$ cat config.mk
export PLATFORM = sky130hd
export DESIGN_NAME = gauge_needle_renderer_core
export DESIGN_NICKNAME = d
export VERILOG_FILES = /design/src/sv/gnr_pkg.sv /design/src/sv/gnr_div.sv /design/src/sv/gnr_line.sv /design/src/sv/gauge_needle_renderer_core.sv
export VERILOG_INCLUDE_DIRS = /design/src /design/src/sv
export SDC_FILE = /design/constraint.sdc
export NUM_CORES = 1
export LEC_CHECK = 0
export BUFFER_PORTS_ARGS = -buffer_cell sky130_fd_sc_hd__buf_2
export CAP_MARGIN = 20
export CORE_ASPECT_RATIO = 1.75
export CORE_MARGIN = 2
export CORE_UTILIZATION = 25
export CTS_CLUSTER_SIZE = 20
export DETAILED_ROUTE_END_ITERATION = 6
export SLEW_MARGIN = 10
export SYNTH_ARGS = -nofsm -noshare
export SYNTH_HDL_FRONTEND = slang
export SYNTH_HIERARCHICAL = 1
export SYNTH_SLANG_ARGS = --single-unit
$ cat constraint.sdc
create_clock -name i_clk -period 9.4 [get_ports i_clk]
set_clock_uncertainty 0.15 [all_clocks]
set_input_delay 1.88 -clock i_clk [delete_from_list [all_inputs] [get_ports i_clk]]
set_output_delay 1.88 -clock i_clk [all_outputs]
set_load 0.05 [all_outputs]
$ cat src/sv/gauge_needle_renderer_core_assert.svh
// Assertion macros shared by the gauge needle renderer RTL.
// Each macro expects a clock named i_clk and an active-low reset named i_rst_n in scope.
`ifndef GAUGE_NEEDLE_RENDERER_CORE_ASSERT_SVH
`define GAUGE_NEEDLE_RENDERER_CORE_ASSERT_SVH

// Same-cycle implication, disabled while reset is asserted.
`define GNR_ASSERT_IMP(lbl, ante, cons, msg) \
    lbl: assert property (@(posedge i_clk) disable iff (!i_rst_n) (ante) |-> (cons)) \
        else $error(msg);

// Next-cycle implication, disabled while reset is asserted.
`define GNR_ASSERT_NXT(lbl, ante, cons, msg) \
    lbl: assert property (@(posedge i_clk) disable iff (!i_rst_n) (ante) |=> (cons)) \
        else $error(msg);

`endif

$ cat src/sv/gnr_pkg.sv
// Shared types, constants and lookup functions for the gauge needle renderer.
// Used by gnr_div, gnr_line and gauge_needle_renderer_core; depends on nothing else.
`default_nettype none

package gnr_pkg;

    localparam int CELLS     = 8;
    localparam int CELL_ROWS = 8;
    localparam int CELL_W    = 5;
    localparam int BITMAP_W  = CELL_ROWS * CELL_W;

    localparam logic [7:0]  FS_RESET  = 8'd90;
    // Angle span 300 - 112 degrees; the 1/256 degree scaling is a shift of the product.
    localparam logic [15:0] SCALE_MUL = 16'd188;
    localparam logic [16:0] ANGLE_MIN = 17'd28672;

    localparam int DIV_STEPS = 24;
    localparam int QUOT_W    = 16;

    localparam logic signed [5:0] HUB_X = 6'sd10;
    localparam logic signed [5:0] HUB_Y = 6'sd8;

    // Word index of the configuration registers.
    localparam logic REG_FULL_SCALE = 1'b0;

    typedef enum logic [2:0] {
        ST_IDLE,
        ST_DIV,
        ST_LOOK,
        ST_SETUP,
        ST_DRAW,
        ST_EMIT
    } t_state;

    typedef struct packed {
        logic       valid;
        logic       last;
        logic [4:0] x;
        logic [3:0] y;
    } t_pix;

    typedef struct packed {
        logic [2:0] cell_idx;
        logic [5:0] pos;
    } t_place;

    localparam logic [4:0] DIAL_ROM [CELLS][CELL_ROWS] = '{
        '{5'h00, 5'h00, 5'h00, 5'h01, 5'h03, 5'h02, 5'h02, 5'h02},
        '{5'h07, 5'h08, 5'h18, 5'h04, 5'h00, 5'h10, 5'h00, 5'h00},
        '{5'h1E, 5'h11, 5'h11, 5'h02, 5'h00, 5'h00, 5'h00, 5'h00},
        '{5'h00, 5'h00, 5'h10, 5'h08, 5'h0C, 5'h14, 5'h04, 5'h04},
        '{5'h03, 5'h02, 5'h02, 5'h02, 5'h01, 5'h00, 5'h00, 5'h00},
        '{5'h10, 5'h00, 5'h00, 5'h08, 5'h10, 5'h12, 5'h0C, 5'h07},
        '{5'h00, 5'h00, 5'h00, 5'h00, 5'h00, 5'h00, 5'h01, 5'h1E},
        '{5'h1C, 5'h04, 5'h04, 5'h04, 5'h08, 5'h10, 5'h00, 5'h00}
    };

    // Each entry holds the first angle (1/256 degree) from which its offset applies.
    localparam logic [16:0] COS_FROM [16] = '{
        17'd0,     17'd30720, 17'd33282, 17'd36298, 17'd40503, 17'd51658,
        17'd55863, 17'd58879, 17'd61441, 17'd63764, 17'd65953, 17'd68072,
        17'd70169, 17'd72288, 17'd74477, 17'd76800
    };
    localparam logic signed [3:0] COS_VAL [16] = '{
        -4'sd3, -4'sd4, -4'sd5, -4'sd6, -4'sd7, -4'sd6, -4'sd5, -4'sd4,
        -4'sd3, -4'sd2, -4'sd1, 4'sd0, 4'sd1, 4'sd2, 4'sd3, 4'sd4
    };
    localparam logic [16:0] SIN_FROM [15] = '{
        17'd0,     17'd32823, 17'd35839, 17'd38401, 17'd40724, 17'd42913,
        17'd45032, 17'd47129, 17'd49248, 17'd51437, 17'd53760, 17'd56322,
        17'd59338, 17'd63543, 17'd74698
    };
    localparam logic signed [3:0] SIN_VAL [15] = '{
        4'sd6, 4'sd5, 4'sd4, 4'sd3, 4'sd2, 4'sd1, 4'sd0, -4'sd1,
        -4'sd2, -4'sd3, -4'sd4, -4'sd5, -4'sd6, -4'sd7, -4'sd6
    };

    function automatic logic signed [3:0] cos_lut(input logic [16:0] angle);
        logic signed [3:0] v;
        v = COS_VAL[0];
        for (int i = 1; i < 16; i++) begin
            if (angle >= COS_FROM[i]) begin
                v = COS_VAL[i];
            end
        end
        return v;
    endfunction

    function automatic logic signed [3:0] sin_lut(input logic [16:0] angle);
        logic signed [3:0] v;
        v = SIN_VAL[0];
        for (int i = 1; i < 15; i++) begin
            if (angle >= SIN_FROM[i]) begin
                v = SIN_VAL[i];
            end
        end
        return v;
    endfunction

    // Background bitmap of one cell, row r in bits 5r+4..5r.
    function automatic logic [BITMAP_W-1:0] dial_cell(input logic [2:0] cell_idx);
        logic [BITMAP_W-1:0] bits;
        bits = '0;
        for (int r = 0; r < CELL_ROWS; r++) begin
            bits[r*CELL_W +: CELL_W] = DIAL_ROM[cell_idx][r];
        end
        return bits;
    endfunction

    // Maps a canvas pixel to its cell and its bit inside the cell bitmap.
    function automatic t_place pix_place(input logic [4:0] x, input logic [3:0] y);
        t_place     pl;
        logic [1:0] col;
        logic [4:0] xm;
        if (x < 5'd5) begin
            col = 2'd0;
            xm  = x;
        end else if (x < 5'd10) begin
            col = 2'd1;
            xm  = x - 5'd5;
        end else if (x < 5'd15) begin
            col = 2'd2;
            xm  = x - 5'd10;
        end else begin
            col = 2'd3;
            xm  = x - 5'd15;
        end
        pl.cell_idx = {y[3], col};
        pl.pos      = 6'(6'(y[2:0]) * 6'd5) + (6'd4 - 6'(xm));
        return pl;
    endfunction

endpackage

`default_nettype wire

$ cat src/sv/gnr_div.sv
// Restoring divider that produces one quotient bit per cycle.
// Takes its widths from gnr_pkg; used by gauge_needle_renderer_core for the angle scaling.
`default_nettype none

module gnr_div
    import gnr_pkg::*;
(
    input  wire                     i_clk,
    input  wire                     i_rst_n,
    input  wire                     i_start,
    input  wire  [DIV_STEPS-1:0]    i_num,
    input  wire  [7:0]              i_den,
    output logic                    o_done,
    output logic [QUOT_W-1:0]       o_quot
);

    logic                   r_busy;
    logic                   r_done;
    logic [4:0]             r_cnt;
    logic [7:0]             r_rem;
    logic [7:0]             r_den;
    logic [DIV_STEPS-1:0]   r_q;

    logic [8:0]             n_shift;
    logic                   n_ge;
    logic [7:0]             n_rem;

    // The remainder stays below the divisor, so the shifted value fits nine bits.
    always_comb begin
        n_shift = {r_rem, r_q[DIV_STEPS-1]};
        n_ge    = n_shift >= {1'b0, r_den};
        n_rem   = n_ge ? 8'(n_shift - {1'b0, r_den}) : n_shift[7:0];
    end

    always_ff @(posedge i_clk) begin
        if (!i_rst_n) begin
            r_busy <= 1'b0;
            r_done <= 1'b0;
            r_cnt  <= '0;
        end else if (i_start) begin
            r_busy <= 1'b1;
            r_done <= 1'b0;
            r_cnt  <= '0;
        end else if (r_busy) begin
            r_cnt  <= r_cnt + 5'd1;
            r_done <= r_cnt == 5'(DIV_STEPS - 1);
            r_busy <= r_cnt != 5'(DIV_STEPS - 1);
        end else begin
            r_done <= 1'b0;
        end
    end

    always_ff @(posedge i_clk) begin
        if (i_start) begin
            r_rem <= '0;
            r_den <= i_den;
            r_q   <= i_num;
        end else if (r_busy) begin
            r_rem <= n_rem;
            r_q   <= {r_q[DIV_STEPS-2:0], n_ge};
        end
    end

    assign o_done = r_done;
    assign o_quot = r_q[QUOT_W-1:0];

endmodule

`default_nettype wire

$ cat src/sv/gnr_line.sv
// Bresenham line walker between the dial hub and the needle tip, one pixel per cycle.
// Uses t_pix and the hub constants from gnr_pkg; driven by gauge_needle_renderer_core.
`default_nettype none

module gnr_line
    import gnr_pkg::*;
(
    input  wire                 i_clk,
    input  wire                 i_rst_n,
    input  wire                 i_start,
    input  wire signed [3:0]    i_dx,
    input  wire signed [3:0]    i_dy,
    output t_pix                o_pix
);

    logic               r_busy;
    logic [2:0]         r_cnt;
    logic               r_steep;
    logic               r_neg;
    logic [2:0]         r_amaj;
    logic [2:0]         r_amin;
    logic [4:0]         r_x;
    logic [3:0]         r_y;
    logic signed [5:0]  r_d;

    logic [2:0]         n_adx;
    logic [2:0]         n_ady;
    logic               n_steep;
    logic               n_swap;
    logic               n_neg;
    logic [2:0]         n_amaj;
    logic [2:0]         n_amin;
    logic signed [5:0]  n_sx;
    logic signed [5:0]  n_sy;
    logic signed [5:0]  n_d0;
    logic               n_up;
    logic signed [5:0]  n_d;

    // Setup: the walk always runs forward along the major axis, so a line that
    // points backward starts from the needle tip instead of the hub.
    always_comb begin
        n_adx   = i_dx < 0 ? 3'(-i_dx) : 3'(i_dx);
        n_ady   = i_dy < 0 ? 3'(-i_dy) : 3'(i_dy);
        n_steep = !(n_ady < n_adx);
        n_swap  = n_steep ? (i_dy < 0) : (i_dx < 0);
        if (n_steep) begin
            n_neg  = n_swap ? (i_dx > 0) : (i_dx < 0);
            n_amaj = n_ady;
            n_amin = n_adx;
        end else begin
            n_neg  = n_swap ? (i_dy > 0) : (i_dy < 0);
            n_amaj = n_adx;
            n_amin = n_ady;
        end
        n_sx = n_swap ? HUB_X + 6'(i_dx) : HUB_X;
        n_sy = n_swap ? HUB_Y + 6'(i_dy) : HUB_Y;
        n_d0 = $signed({2'b00, n_amin, 1'b0}) - $signed({3'b000, n_amaj});
    end

    always_comb begin
        n_up = r_d > 0;
        n_d  = r_d + $signed({2'b00, r_amin, 1'b0})
             - (n_up ? $signed({2'b00, r_amaj, 1'b0}) : 6'sd0);
    end

    always_ff @(posedge i_clk) begin
        if (!i_rst_n) begin
            r_busy <= 1'b0;
        end else if (i_start) begin
            r_busy <= 1'b1;
        end else if (r_busy && r_cnt == 3'd0) begin
            r_busy <= 1'b0;
        end
    end

    always_ff @(posedge i_clk) begin
        if (i_start) begin
            r_cnt   <= n_amaj;
            r_steep <= n_steep;
            r_neg   <= n_neg;
            r_amaj  <= n_amaj;
            r_amin  <= n_amin;
            r_x     <= n_sx[4:0];
            r_y     <= n_sy[3:0];
            r_d     <= n_d0;
        end else if (r_busy) begin
            r_cnt <= r_cnt - 3'd1;
            r_d   <= n_d;
            if (r_steep) begin
                r_y <= r_y + 4'd1;
                if (n_up) begin
                    r_x <= r_neg ? r_x - 5'd1 : r_x + 5'd1;
                end
            end else begin
                r_x <= r_x + 5'd1;
                if (n_up) begin
                    r_y <= r_neg ? r_y - 4'd1 : r_y + 4'd1;
                end
            end
        end
    end

    always_comb begin
        o_pix.valid = r_busy;
        o_pix.last  = r_busy && r_cnt == 3'd0;
        o_pix.x     = r_x;
        o_pix.y     = r_y;
    end

endmodule

`default_nettype wire

$ cat src/sv/gauge_needle_renderer_core.sv
// Gauge needle renderer: reading to needle angle, line walk, and cell output.
// Depends on gnr_pkg, gnr_div, gnr_line and gauge_needle_renderer_core_assert.svh.
//
// Usage: the input channel (i_psi_valid, o_psi_stall, i_psi) takes one pressure item
// at a time. Each item gives eight result items on the output channel (o_cell_valid,
// i_cell_stall), cells 0 through 7 in order, with o_last_cell set on cell 7.
// The angle is scaled by a 24-step restoring divider, one quotient bit a cycle,
// followed by a lookup state, a setup state and a line walk. o_psi_stall stays high
// from acceptance until cell 7 is loaded into the output register, so the next item
// can be taken while cell 7 still waits. A stall on the output simply holds the
// current cell and pauses the cell sequence. full_scale_psi is written through the
// APB port at byte address 0 and reads back there. Synchronous reset sets
// full_scale_psi to 90, returns to idle and drops o_cell_valid; no clearing pass is
// needed.
`default_nettype none
`include "gauge_needle_renderer_core_assert.svh"

module gauge_needle_renderer_core
    import gnr_pkg::*;
(
    input  wire                     i_clk,
    input  wire                     i_rst_n,

    input  wire                     psel,
    input  wire                     penable,
    input  wire                     pwrite,
    input  wire  [2:0]              paddr,
    input  wire  [31:0]             pwdata,
    output logic [31:0]             prdata,
    output logic                    pready,

    input  wire                     i_psi_valid,
    output logic                    o_psi_stall,
    input  wire  [7:0]              i_psi,

    output logic                    o_cell_valid,
    input  wire                     i_cell_stall,
    output logic [2:0]              o_cell_index,
    output logic [BITMAP_W-1:0]     o_cell_bitmap,
    output logic                    o_last_cell
);

    t_state                 r_state;
    t_state                 n_state;

    logic [7:0]             r_fs;
    logic                   r_fzero;
    logic signed [3:0]      r_dx;
    logic signed [3:0]      r_dy;
    logic [2:0]             r_npix;
    logic [CELLS-1:0]       r_slot_v;
    logic [2:0]             r_slot_cell [CELLS];
    logic [5:0]             r_slot_pos  [CELLS];
    logic [2:0]             r_cell;
    logic                   r_ov;
    logic [2:0]             r_oidx;
    logic [BITMAP_W-1:0]    r_obits;
    logic                   r_olast;

    logic                   in_ready;
    logic                   in_accept;
    logic                   line_start;
    logic                   look_en;
    logic                   pix_store;
    logic                   emit_load;
    logic                   cfg_write;

    logic [7:0]             p_clamp;
    logic [15:0]            prod;
    logic [DIV_STEPS-1:0]   num;
    logic                   div_done;
    logic [QUOT_W-1:0]      quot;
    logic [16:0]            angle;
    t_pix                   pix;
    t_place                 place;
    logic [BITMAP_W-1:0]    cell_bits;

    gnr_div u_div (
        .i_clk   (i_clk),
        .i_rst_n (i_rst_n),
        .i_start (in_accept),
        .i_num   (num),
        .i_den   (r_fs),
        .o_done  (div_done),
        .o_quot  (quot)
    );

    gnr_line u_line (
        .i_clk   (i_clk),
        .i_rst_n (i_rst_n),
        .i_start (line_start),
        .i_dx    (r_dx),
        .i_dy    (r_dy),
        .o_pix   (pix)
    );

    // Configuration port
    assign cfg_write = psel && penable && pwrite && pready;
    assign pready    = 1'b1;
    assign prdata    = (paddr[2] == REG_FULL_SCALE) ? {24'd0, r_fs} : 32'd0;

    always_ff @(posedge i_clk) begin
        if (!i_rst_n) begin
            r_fs <= FS_RESET;
        end else if (cfg_write && paddr[2] == REG_FULL_SCALE) begin
            r_fs <= pwdata[7:0];
        end
    end

    // Numerator 188*256*p with the reading clamped to full scale.
    always_comb begin
        p_clamp = (i_psi > r_fs) ? r_fs : i_psi;
        prod    = 16'(16'(p_clamp) * SCALE_MUL);
        num     = {prod, 8'h00};
        angle   = ANGLE_MIN + 17'(r_fzero ? '0 : quot);
        place   = pix_place(pix.x, pix.y);
    end

    // Sequencer
    always_comb begin
        n_state = r_state;
        unique case (r_state)
            ST_IDLE:  if (in_accept) begin
                n_state = ST_DIV;
            end
            ST_DIV:   if (div_done) begin
                n_state = ST_LOOK;
            end
            ST_LOOK:  n_state = ST_SETUP;
            ST_SETUP: n_state = ST_DRAW;
            ST_DRAW:  if (pix.valid && pix.last) begin
                n_state = ST_EMIT;
            end
            ST_EMIT:  if (emit_load && r_cell == 3'(CELLS - 1)) begin
                n_state = ST_IDLE;
            end
            default:  n_state = ST_IDLE;
        endcase
    end

    always_comb begin
        in_ready   = r_state == ST_IDLE;
        in_accept  = in_ready && i_psi_valid;
        look_en    = r_state == ST_LOOK;
        line_start = r_state == ST_SETUP;
        pix_store  = r_state == ST_DRAW && pix.valid;
        emit_load  = r_state == ST_EMIT && (!r_ov || !i_cell_stall);
    end

    always_ff @(posedge i_clk) begin
        if (!i_rst_n) begin
            r_state <= ST_IDLE;
        end else begin
            r_state <= n_state;
        end
    end

    always_ff @(posedge i_clk) begin
        if (in_accept) begin
            r_fzero <= r_fs == 8'd0;
        end
        if (look_en) begin
            r_dx <= cos_lut(angle);
            r_dy <= sin_lut(angle);
        end
    end

    // Needle pixel slots; a frame holds at most eight pixels.
    always_ff @(posedge i_clk) begin
        if (!i_rst_n) begin
            r_slot_v <= '0;
            r_npix   <= '0;
            r_cell   <= '0;
        end else if (in_accept) begin
            r_slot_v <= '0;
            r_npix   <= '0;
            r_cell   <= '0;
        end else begin
            if (pix_store) begin
                r_slot_v[r_npix] <= 1'b1;
                r_npix           <= r_npix + 3'd1;
            end
            if (emit_load) begin
                r_cell <= r_cell + 3'd1;
            end
        end
    end

    always_ff @(posedge i_clk) begin
        if (pix_store) begin
            r_slot_cell[r_npix] <= place.cell_idx;
            r_slot_pos[r_npix]  <= place.pos;
        end
    end

    always_comb begin
        cell_bits = dial_cell(r_cell);
        for (int i = 0; i < CELLS; i++) begin
            if (r_slot_v[i] && r_slot_cell[i] == r_cell) begin
                cell_bits = cell_bits | (BITMAP_W'(1) << r_slot_pos[i]);
            end
        end
    end

    // Output register
    always_ff @(posedge i_clk) begin
        if (!i_rst_n) begin
            r_ov <= 1'b0;
        end else if (emit_load) begin
            r_ov <= 1'b1;
        end else if (!i_cell_stall) begin
            r_ov <= 1'b0;
        end
    end

    always_ff @(posedge i_clk) begin
        if (emit_load) begin
            r_oidx  <= r_cell;
            r_obits <= cell_bits;
            r_olast <= r_cell == 3'(CELLS - 1);
        end
    end

    assign o_psi_stall   = !in_ready;
    assign o_cell_valid  = r_ov;
    assign o_cell_index  = r_oidx;
    assign o_cell_bitmap = r_obits;
    assign o_last_cell   = r_olast;

    `GNR_ASSERT_NXT(a_cell_order, o_cell_valid && !i_cell_stall && !o_last_cell, !o_cell_valid || o_cell_index == 3'($past(o_cell_index) + 3'd1), "cells out of order")
    `GNR_ASSERT_IMP(a_last_flag, o_cell_valid, o_last_cell == (o_cell_index == 3'(CELLS - 1)), "last flag off cell 7")
    `GNR_ASSERT_IMP(a_needle_len, r_state == ST_EMIT, $countones(r_slot_v) >= 6, "needle too short")
    `GNR_ASSERT_IMP(a_pix_canvas, pix.valid, pix.x < 5'd20, "needle pixel off canvas")

endmodule

`default_nettype wire

## After elaboration in Yosys (flattened, before gate mapping)

Memory sizes are Yosys's and may differ from the RTL's.
Cells that the tools add are included.

| storage, ports and cells | value |
|---|---|
| flip-flop bits (word level) | 153 |
| RAM bits | 72 |
| ROM bits | 320 |
| input port bits | 50 |
| output and inout port bits | 79 |
| logic and storage cells | 271 |
| memories | 3 |

| operators by class | value |
|---|---|
| add/sub/neg operators | 22 |
| multipliers | 2 |
| magnitude comparators | 43 |
| equality and inequality tests | 22 |
| shift-type cells | 8 |
| mux-type cells | 89 |
| bitwise gates (word level) | 13 |
| reductions and logical operators | 38 |

Memories:

| memory | words | bits a word | read ports | clocked after Yosys merged registers in | wr ports | line | source |
|---|---|---|---|---|---|---|---|
| (name not given) | 8 | 40 | 1 | 0 | 0 | gnr_pkg.sv:105 | `bits[r*CELL_W +: CELL_W] = DIAL_ROM[cell_idx][r];` |
| r_slot_pos | 8 | 6 | 8 | 0 | 1 | gauge_needle_renderer_core.sv:53 | `logic [5:0] r_slot_pos [CELLS];` |
| r_slot_cell | 8 | 3 | 8 | 0 | 1 | gauge_needle_renderer_core.sv:52 | `logic [2:0] r_slot_cell [CELLS];` |

Operator list:

| cell | count |
|---|---|
| 40-bit 2-to-1 mux | 10 |
| 17-bit by 16-bit greater-or-equal comparator with 1-bit output, second input constant | 21 |
| 40-bit OR | 8 |
| 1-bit by 6-bit left shift with 40-bit output, first input constant | 8 |
| 17-bit greater-or-equal comparator, second input constant | 7 |
| 4-bit 2-to-1 mux | 21 |
| 3-bit 2-to-1 mux | 18 |
| 24-bit 2-to-1 mux | 2 |
| 5-bit 2-to-1 mux | 9 |
| 3-bit == test | 8 |
| 8-bit 2-to-1 mux | 3 |
| 1-bit logical AND | 18 |
| 3-bit one-hot mux with 6 select lines | 1 |
| 15-bit by 16-bit adder with 17-bit output, first input constant | 1 |
| 17-bit by 15-bit greater-or-equal comparator with 1-bit output, second input constant | 1 |
| 16-bit 2-to-1 mux | 1 |
| 1-bit 2-to-1 mux | 15 |
| 8-bit by 6-bit multiplier with 14-bit output, second input constant | 1 |
| 2-bit 2-to-1 mux | 6 |
| 6-bit 2-to-1 mux | 2 |
| 5-bit by 1-bit adder with 5-bit output, second input constant | 2 |
| 5-bit by 4-bit < comparator with 1-bit output, second input constant | 2 |
| 5-bit by 4-bit subtractor with 5-bit output, second input constant | 2 |
| 3-bit == test, second input constant | 3 |
| other kinds (50) | 67 |

## Longest topological paths before layout

Gate-level depths: netlist of the first run.

| logic depth | value |
|---|---|
| depth after elaboration | 20 |
| gate-level depth with buffers | 25 |
| mapped depth without buffers | 24 |

## Cells and area by module

The synthesis of the first run kept the hierarchy.

Modules (own cells, without submodules):

| module | times used | cells an instance | area an instance (um2) | seq. area each (um2) |
|---|---|---|---|---|
| gauge_needle_renderer_core | 1 | 1367 | 12007.8 | 4274.1 |
| gnr_div | 1 | 196 | 2397.3 | 1261.2 |
| gnr_line | 1 | 194 | 2034.5 | 800.8 |

## Worst setup path before layout of the first run

OpenSTA, ideal clock, no wires.

| timing path | value |
|---|---|
| kind | input port to flip-flop |
| start point | in i_psi[1] |
| end point | reg u_div.r_q[23] (data pin) |
| library setup time | 260 ps |
| arrival | 7107 ps |
| data required time | 8990 ps |
| path slack | 1883 ps |
| stages | 23 |
| path buffers | 1 |
| cells stage by stage | ha_1 nor2b_1 o21a_1 o21a_1 o21ai_0 or3b_2 nand2_1 clkbuf_1 a21o_1 ha_1 or4_1 nand4_1 fa_1 fa_1 inv_1 ha_1 o21ai_0 a21boi_0 o21ai_0 a21o_1 nand2_1 o211ai_1 mux2_2 |

| on the way | value |
|---|---|
| cells in the longest elaborated chain, start to end | 4 |

Ends and longest elaborated chain:

| element | line | source |
|---|---|---|
| start: declaration | gauge_needle_renderer_core.sv:34 | `input wire [7:0] i_psi,` |
| 8-bit greater-than comparator | gauge_needle_renderer_core.sv:112 | `p_clamp = (i_psi > r_fs) ? r_fs : i_psi;` |
| 8-bit 2-to-1 mux (*) | gauge_needle_renderer_core.sv:112 |  |
| 8-bit by 6-bit multiplier with 14-bit output (*) | gauge_needle_renderer_core.sv:113 | `prod = 16'(16'(p_clamp) * SCALE_MUL);` |
| via prod[15] | gauge_needle_renderer_core.sv:69 | `logic [15:0] prod;` |
| 24-bit 2-to-1 mux (*) | gnr_div.sv:54 | `if (i_start) begin` |
| end signal: assignment | gnr_div.sv:57 | `r_q <= i_num;` |
| end signal: assignment | gnr_div.sv:60 | `r_q <= {r_q[DIV_STEPS-2:0], n_ge};` |
| end: declaration | gnr_div.sv:22 | `logic [DIV_STEPS-1:0] r_q;` |

The timed path passes the listed nets; every way through them passes the cells marked *.
A chain may end at the register's enable or synchronous reset.

## Worst setup path after layout of the first run

Ends and elaborated chain as after synthesis.

==> reports/metrics.yaml, run 1 <==
clocking:
  clkTransAtPathRegs_ns: 0.07
  post_cts_resized: 0
  clock_path_buffers: 3
  clock_latency_ns: 0.56
  cts_made_buffers: 25
  ctsHoldBuffers: 0
  cts.sinks: 225
  cts_root_buf: "clkbuf_16"
  cts_max_level: 1
  post-cts-setup-buffers: 0
  cts_tree: "built"
run_status:
  status: "finished, final reports clean"
power:
  p_sw_uw: 1380
  cellPowerDensity_mw_per_mm2: 204
  p_comb_share_pct: 37.1
  internal_power_uw: 2360
  sw_frac_of_total_pct: 36.9
  p_clk_share_pct: 26.4
  p_seq_share_pct: 36.5
  leakagePower_uw: 0.00654
  peakVddDrop_uv: 121
synthesis:
  synth_most_common_cell: "edfxtp_1"
  post_synth_num_cell_types: 96
  synthTopCellsByArea: "edfxtp_1 33%, ha_1 6.6%, dfxtp_1 5.1%"
  postSynthCellCount: 1757
  synth.avg_cell_area_um2: 9.36
  synth-seq-cells: 225
  yosys_warnings: 6
  ys_seq_area_share_pct: 38.5
  syn-cell-area_mm2: 0.0164
  yosys.area.top_type_share_pct: 33.4
  postSynth.asyncResetShare_pct: 0
  synth_ff_type: "edfxtp_1"
  synth-edff-count: 183
  synth_top_area_cell: "edfxtp_1"
  synthTopCellsByCount: "183 x edfxtp_1, 162 x nand2_1, 162 x nor2_1, 120 x inv_1, 87 x ha_1"
floorplan:
  die_area_mm2: 0.0679
  io_pins: 129
  dieWidth_um: 198
  num_rows: 124
  start_util_pct: 25.2
  coreArea_mm2: 0.0652
  die-height_um: 343
routing:
  avgRoutedWirePerCell_um: 23.4
  drcViolationCount: 0
  wl_um: 61700
  vias_per_cell: 5.32
  detail-route-antenna-nets: 0
  drtIter0Drc: 1466
  dr.pass1.iters: 7
  vias: 14000
global_routing:
  first_global_vias: 14100
  grt_max_degree: 49
  grt_use_total_pct: 18.0
  grt_pass1_wl_um: 90400
  overflow: 0
  antenna_found_initial: 1
sta:
  min_period_ns: 7.51
  maxSlewViolCount: 0
  hold_viol_final: 0
  worst_pin_slew_ns: 1.21
  slew_headroom_pct: 19.3
  setup_viol: 0
  max_freq_mhz: 133
  rsz0062_at_grt: "no"
  period_share_pct: 79.9
  totalNegativeSetupSlack_ns: 0
finish:
  syn_to_final_growth_pct: 11.5
  nFillCells: 6897
  final_layout_size_suffix_gt1_share_pct: 12.0
  finalNetCount: 1963
  final_cells: 2639
place:
  routabilityCongestion: 1.05
  post-place-cells: 2588
  hpwl_um: 47700
  io_buffers: 77
critical_path:
  cp_max_fo: 18
  worstSetupPathType: "input port to flip-flop"
  cp.arrival_ns: 7.68
  crit_path_end_kind: "flip-flop"
  cp-start-kind: "input port"
  crit_required_ns: 9.57
  rr_worst_depth: 23
min_path:
  hold_depth: 0
  min-delay-path-class: "flip-flop to flip-flop"
job:
  drv_cap: 0
## cells by family after synthesis
group / share of synthesized area [%]
multiplexers: 2.95
AO/OA/AOI/OAI: 17.4
AND/OR/NAND/NOR: 21.0
other: 0.0457
buffers and inverters: 7.06
adder cells (fa/ha/maj): 9.73
XOR/XNOR: 3.25
flip-flops: 38.5
## metrics by stage
stage / area (µm²) / setup WS, ns / utilization [%] / hold WS [ns] / total power, µW
after floorplan: 16600 / 1.88 / - / 0.258 / 2470
after global placement: 17500 / 1.35 / 26.8 / 0.286 / 2730
after detailed placement: 17500 / 1.31 / 26.8 / 0.286 / 2760
after CTS: 18300 / 1.92 / 28.0 / 0.294 / 3770
after global routing: 18300 / 1.52 / 28.1 / 0.315 / 3980
final: 18300 / 1.89 / 28.1 / 0.298 / 3750
## layout by cell type, fill, tap and decap left out, types with 16 or more instances in the layout
cell | synthesis | layout
edfxtp_1 | 183 | 183
nand2_1 | 162 | 162
nor2_1 | 162 | 161
inv_1 | 120 | 120
ha_1 | 87 | 87
buf_2 | 11 | 78
a21oi_1 | 69 | 68
o22ai_1 | 59 | 59
o21ai_0 | 48 | 48
xnor2_1 | 44 | 44
nor3_1 | 45 | 43
nand3_1 | 42 | 42
dfxtp_1 | 42 | 42
nor2b_1 | 41 | 41
nand2b_1 | 36 | 36
conb_1 | 2 | 35
mux2_2 | 27 | 27
o211ai_1 | 25 | 25
fa_1 | 25 | 25
clkbuf_16 | 0 | 25
nor4_1 | 24 | 24
a21o_1 | 24 | 24
buf_4 | 44 | 24
a211oi_1 | 23 | 23
nand4_1 | 22 | 22
or3_1 | 20 | 20
nor3b_1 | 20 | 20
mux2i_1 | 18 | 18
xor2_1 | 17 | 17
a221oi_1 | 16 | 16
## state kept, by name, indices dropped and copies added (netlist names), 4 cells and up
| register | flops |
|---|---|
| u_div/r_cnt | 5 |
| r_slot_v | 8 |
| r_slot_pos | 48 |
| o_cell_bitmap | 40 |
| r_dy | 4 |
| r_fs | 8 |
| r_slot_cell | 24 |
| r_dx | 4 |
| u_line/r_x | 5 |
| u_div/r_rem | 8 |
| u_line/r_d | 6 |
| u_line/r_y | 4 |
| u_div/r_q | 24 |
| u_div/r_den | 8 |
## worst max-delay path: stages
cell      delay (ns)
buf_2           0.12
ha_1            0.30
nor2b_1         0.13
o21a_1          0.16
o21a_1          0.16
o21ai_0         0.21
or3b_2          0.48
nand2_1         0.41
a21o_1          0.30
ha_1            0.30
or4_1           0.51
nand4_1         0.12
fa_1            0.45
fa_1            0.54
inv_1           0.04
ha_1            0.32
o21ai_0         0.13
a21boi_0        0.26
o21ai_0         0.15
a21o_1          0.22
nand2_1         0.09
o211ai_1        0.12
mux2_2          0.27
## path summary, 6_finish.rpt
check                              start  slack (ns)              to
worst max-delay path            i_psi[1]        1.89   u_div/r_q[23]
worst min-delay path             r_fs[4]        0.30  u_div/r_den[4]
worst max register to register   r_fs[1]        2.88   u_div/r_q[23]
worst min register to register   r_fs[4]        0.30  u_div/r_den[4]
## power by group through the flow
| stage | clock (µW) | combinational [µW] | sequential [µW] |
|---|---|---|---|
| 6_report | 990 | 1390 | 1370 |
| 5_1_grt | 1040 | 1560 | 1380 |
| 4_1_cts | 1020 | 1390 | 1360 |
| 3_5_place_dp | 0 | 1380 | 1390 |
| 3_3_place_gp | 0 | 1350 | 1380 |
| 2_1_floorplan | 0 | 1170 | 1300 |
## area by class of cell
type	instances	area, µm²	share of cell area [%]
Antenna cell	2	5.00	0.0273
Clock buffer	29	661	3.60
Clock inverter	15	145	0.792
Inverter	120	450	2.46
Multi-Input combinational cell	1324	9100	49.6
Sequential cell	225	6340	34.6
Tap cell	819	1020	5.59
Timing Repair Buffer	105	609	3.32
## metal layers
metal  wire length [µm]  vias to the layer above  GRT usage [%]
met5                  0                        -              0
met4               6640                        0           16.4
met3               3810                      258           3.37
met2              32400                      638           34.3
met1              18800                     6656           15.7
li1                   -                     6497              -
(Power assumes the default switching activity.)
==> run 2, diff against run 1 <==
Settings changed: ABC_AREA set to 1.
Clock period 9.4 ns to 7 ns, I/O delays scaled along.
==> run 2 against run 1 <==
- cell count grew 21%
- critical path depth grew 4
- largest cell class unchanged
- non-clock buffer count grew 3
- count of clock-buffer cells in the layout grew 2
- synthesized area grew 2.9%
==> reports/metrics.yaml, run 2 <==
global_routing:
  first_global_vias: 15700
  grtUsageMet1_pct: 17.0
  grt_max_degree: 48
  grt_pass1_wl_um: 104000
  grt_use_total_pct: 20.5
  met3_usage_pct: 3.53
  met2_usage_pct: 40.2
  antenna_found_initial: 2
  overflow: 0
  top_usage_layer: "met2"
sta:
  rsz0062_at_grt: "no"
  setup_viol: 0
  totalNegativeSetupSlack_ns: 0
  period_share_pct: 90.2
  slew_headroom_pct: 8.25
  max_freq_mhz: 158
  worst_pin_slew_ns: 1.38
  whs_ns: 0.282
  hold_viol_final: 0
  maxSlewViolCount: 0
  min_period_ns: 6.31
synthesis:
  synth_most_common_cell: "nand2_1"
  synth_xor_area_share_pct: 2.07
  synth_ff_type: "edfxtp_1"
  post_synth_num_cell_types: 73
  synth-edff-count: 183
  synth_mux_area_share_pct: 0
  postSynth.asyncResetShare_pct: 0
  synthTopCellsByCount: "424 x nand2_1, 337 x inv_1, 278 x nor2_1, 183 x edfxtp_1, 136 x nand3_1"
  synth-adder-area-share_pct: 9.40
  synth_top_family_by_area: "simple AND/OR/NAND/NOR gates"
  ys_seq_area_share_pct: 37.5
  postSynthCellCount: 2186
  synth-seq-cells: 225
  syn-cell-area_mm2: 0.0169
  synthTopCellsByArea: "edfxtp_1 32%, nand2_1 9.4%, inv_1 7.5%"
  synth_compound_area_share_pct: 12.9
  synth_top_area_cell: "edfxtp_1"
  yosys_warnings: 6
  synth.avg_cell_area_um2: 7.74
  yosys.area.top_type_share_pct: 32.5
  yosys.area_share.simple_pct: 26.9
routing:
  vias_per_cell: 4.90
  dr.pass1.iters: 5
  vias: 15600
  wl_um: 72400
  detail-route-antenna-nets: 0
  avgRoutedWirePerCell_um: 22.7
  drtIter0Drc: 904
  drcViolationCount: 0
run_status:
  status: "finished, final reports clean"
critical_path:
  cp-start-kind: "input port"
  ff2ff_setup_slack_ns: 1.10
  worstSetupPathType: "input port to flip-flop"
  cp.arrival_ns: 6.51
  rr_worst_depth: 27
  crit_required_ns: 7.20
  crit-reg2reg-launch: "r_fs[3]"
  cp_max_fo: 8
  crit_end: "u_div/r_q[23]"
  crit_path_end_kind: "flip-flop"
  r2r_end: "u_div/r_q[23]"
  slowest_delay_ns: 0.63
  critPathSlowestCell: "o21ai_0"
  startpoint: "i_psi[3]"
min_path:
  min-delay-path-class: "flip-flop to flip-flop"
finish:
  layout_commonest_cell: "nand2_1"
  largest-register: "r_slot_pos"
  finalNetCount: 2431
  final_layout_size_suffix_gt1_share_pct: 10.3
  largest_reg_flops: 48
  syn_to_final_growth_pct: 13.3
  final_cell_mix: "424 x nand2_1, 336 x inv_1, 276 x nor2_1, 183 x edfxtp_1, 136 x nand3_1"
place:
  io_buffers: 77
  hpwl_um: 57700
  routabilityCongestion: 1.06
floorplan:
  dieWidth_um: 201
  die-height_um: 348
  num_rows: 126
  die_area_mm2: 0.0698
  start_util_pct: 25.2
  io_pins: 129
  coreArea_mm2: 0.0672
clocking:
  cts_made_buffers: 26
  clock_latency_ns: 0.59
  post_cts_resized: 0
  clkTransAtPathRegs_ns: 0.07
  post-cts-setup-buffers: 0
  cts_root_buf: "clkbuf_16"
  cts.sinks: 225
  ctsHoldBuffers: 0
  clock_path_buffers: 3
  cts_max_level: 1
  cts_tree: "built"
job:
  drv_cap: 0
power:
  peakVddDrop_uv: 183
  cellPowerDensity_mw_per_mm2: 326
  leakagePower_uw: 0.00811
  total_power_uw: 6240
==> run 2: changes by cell type in the layout (fill, tap and decap cells not counted), moves of 24 or more <==
cell	previous run	this run
inv_1	120	336
mux2_2	27	0
nand2_1	162	424
nand2b_1	36	0
nand3_1	42	136
nor2_1	161	276
nor2b_1	41	1
o2111ai_1	4	28
o21ai_0	48	97
o22ai_1	59	24
xnor2_1	44	14
==> run 2: metal layers <==
metal	up-vias	wire length, µm
li1	7489	-
met1	7322	21700
met2	542	39300
met3	246	3550
met4	4	7870
met5	-	23
==> run 2: area by class of cell <==
type	count	area (µm²)
diodes	1	2.50
clock buffers	31	722
clock inverters	17	168
fillers	7398	48000
inverters	363	1370
multi-input cells	1545	8820
flip-flops and latches	225	6340
well taps	896	1120
repair buffers	108	628
==> run 2: worst min path at each step <==
| stage | end | cells past startpoint | from |
|---|---|---|---|
| 3_3_place_gp | u_div/r_den[2] | 0 | r_fs[2] |
| 4_1_cts | u_div/r_den[2] | 0 | r_fs[2] |
| 5_1_grt | u_div/r_den[2] | 0 | r_fs[2] |
| 6_report | u_div/r_den[2] | 0 | r_fs[2] |
| 2_1_floorplan | u_div/r_den[1] | 0 | r_fs[1] |
| 3_5_place_dp | u_div/r_den[2] | 0 | r_fs[2] |
==> run 2: cell families (layout without fill, tap and decap cells) <==
| group | count (synthesis) | count (layout) |
|---|---|---|
| and+or+nand+nor | 1021 | 1021 |
| buffers and inverters | 449 | 519 |
| AOI/OAI and AO/OA | 337 | 337 |
| DFF | 225 | 225 |
| adders and majority gates | 112 | 112 |
| xor gates and xnor gates | 40 | 40 |
| other | 2 | 36 |
==> run 2: worst max-delay path, delay by kind of cell <==
family | cells | cell delay (ns)
AOI/OAI and AO/OA | 10 | 2.11
xor gates and xnor gates | 1 | 0.13
adders and majority gates | 5 | 2.02
buffers and inverters | 5 | 0.44
and+or+nand+nor | 6 | 0.43
==> run 2: metrics by stage <==
stage          utilization [%]  cell area (µm²)  setup slack, ns  instances
2_1_floorplan                -            17000            0.391       2219
3_3_place_gp              27.2            18200           0.0847       3134
3_5_place_dp              27.2            18200           0.0757       3134
4_1_cts                   28.5            19100            0.691       3182
5_1_grt                   28.5            19200           0.0990       3185
6_report                  28.5            19200            0.686       3186
==> run 2: where the power goes <==
group	total (µW)	internal, µW	leakage (µW)	switching (µW)
registers	1960	1790	0.00201	170
logic	2870	864	0.00566	2010
clock network	1410	789	0.000430	625
==> run 3, diff against run 2 <==
Clock period 7 ns to 5.4 ns, I/O delays scaled along.
==> run 3 against run 2 <==
- cell area is 3.3% higher
- count of clock-buffer cells in the layout is 4 lower
- clock power is 28% higher
- power is 35% higher
- wire length is 4.2% lower
- core utilization is 0.96 points higher
- critical endpoint unchanged
==> reports/metrics.yaml, run 3 (same netlist as run 2, synthesis figures left out) <==
critical_path:
  cp_num_cells: 29
  cp-start-kind: "input port"
  cp_top_family: "adder cells"
  worstSetupPathType: "input port to flip-flop"
  crit_buf_inv: 5
  critPathSlowestCell: "fa_1"
  crit_path_end_kind: "flip-flop"
  ff2ff_setup_slack_ns: 0.32
  cp.arrival_ns: 5.39
  r2r_end: "u_div/r_q[23]"
  crit-reg2reg-launch: "r_fs[5]"
  cp_max_fo: 6
  rr_worst_depth: 27
  crit_required_ns: 5.59
  slowest_delay_ns: 0.57
  crit_top_cell: "nand2_1"
clocking:
  clock_latency_ns: 0.59
  cts_max_level: 1
  cts_root_buf: "clkbuf_16"
  cts_tree: "built"
  clock_path_buffers: 3
  cts_made_buffers: 26
  clkTransAtPathRegs_ns: 0.06
  cts.sinks: 225
min_path:
  worstHoldStart: "r_fs[1]"
  hold_depth: 0
  min-delay-path-class: "flip-flop to flip-flop"
  holdPathEnd: "u_div/r_den[1]"
routing:
  drcViolationCount: 0
  vias: 15700
  avgRoutedWirePerCell_um: 21.5
  dr.pass1.iters: 5
  wl_um: 69400
  drtIter0Drc: 905
  vias_per_cell: 4.85
  detail-route-antenna-nets: 0
place:
  place_area_mm2: 0.0187
  hpwl_um: 56300
  routabilityCongestion: 1.06
  io_buffers: 77
run_status:
  status: "finished, final reports clean"
floorplan:
  dieWidth_um: 201
  die_area_mm2: 0.0698
  num_rows: 126
  io_pins: 129
  die-height_um: 348
  start_util_pct: 25.2
  coreArea_mm2: 0.0672
finish:
  final_util_pct: 29.5
  layout_commonest_cell: "nand2_1"
  final_layout_size_suffix_gt1_share_pct: 13.7
  finalNetCount: 2475
  final_cell_mix: "420 x nand2_1, 331 x inv_1, 275 x nor2_1, 183 x edfxtp_1, 135 x nand3_1"
  diodes: 0
  largest-register: "r_slot_pos"
  syn_to_final_growth_pct: 17.1
  final_area_mm2: 0.0198
  largest_reg_flops: 48
sta:
  whs_ns: 0.283
  min_period_ns: 5.20
  setup_viol: 0
  worst_pin_slew_ns: 1.15
  hold_viol_final: 0
  max_freq_mhz: 192
  period_share_pct: 96.3
  maxSlewViolCount: 0
  slew_headroom_pct: 23.3
  rsz0062_at_grt: "yes"
global_routing:
  grt_pass1_wl_um: 101000
  overflow: 0
  grt_max_degree: 48
  antenna_found_initial: 0
  first_global_vias: 15900
  grt_use_total_pct: 19.6
power:
  peakVddDrop_uv: 282
  total_power_uw: 8420
  cellPowerDensity_mw_per_mm2: 425
  leakagePower_uw: 0.00837
job:
  drv_cap: 0
[run 3: cell count changes in the layout (fill, tap and decap cells not counted), moves of 7 or more]
| cell | change |
|---|---|
| ha_1 | -12 |
| a21oi_1 | -7 |
| o21ai_2 | +8 |
| o21ai_0 | -14 |
| buf_2 | -7 |
| buf_6 | +8 |
| ha_4 | +11 |
| buf_4 | +44 |
[run 3: cell type report]
type / count / area (µm²)
inverters: 363 / 1370
clock buffers: 27 / 654
repair buffers: 152 / 1010
well taps: 896 / 1120
multi-input cells: 1545 / 9100
fillers: 7376 / 47400
clock inverters: 21 / 213
flip-flops and latches: 225 / 6340
[run 3: routing by layer]
metal  part of all wire, %  global-route usage [%]  vias to the layer above
li1                      -                       -                     7575
met1                    31                    16.6                     7269
met2                    54                    39.0                      556
met3                   4.0                    2.77                      254
met4                    11                    18.0                        0
met5                     0                       0                        -
[run 3: through the flow]
step / TNS [ns] / std cells / setup WS (ns)
2_1_floorplan: -0.479 / 2219 / -0.269
3_3_place_gp: -2.12 / 3178 / -0.639
3_5_place_dp: -2.17 / 3178 / -0.656
4_1_cts: 0 / 3226 / 0.0245
5_1_grt: -0.0791 / 3229 / -0.0573
6_report: 0 / 3229 / 0.200
[run 3: worst max path at each step]
stage / end / slack [ns] / from
detailed placement: u_div/r_q[23] / -0.66 / i_psi[3]
finish: u_div/r_q[23] / 0.20 / i_psi[7]
global placement: u_div/r_q[23] / -0.64 / i_psi[1]
floorplan: u_div/r_q[23] / -0.27 / i_psi[5]
CTS: u_div/r_q[23] / 0.02 / i_psi[5]
global route: u_div/r_q[23] / -0.06 / i_psi[7]
[run 3: timing repair]
action                                  4_1_cts  5_1_grt
hold buffers                                  0        0
resized for setup                             1       42
buffers inserted                              0        1
pin swaps                                     0       29
endpoints found under the setup margin        1        4
[run 3: report_power, final]
group / internal, µW / switching [µW] / total, µW
registers: 2310 / 221 / 2530
clock network: 997 / 804 / 1800
logic: 1400 / 2690 / 4090
total: 4710 / 3710 / 8420
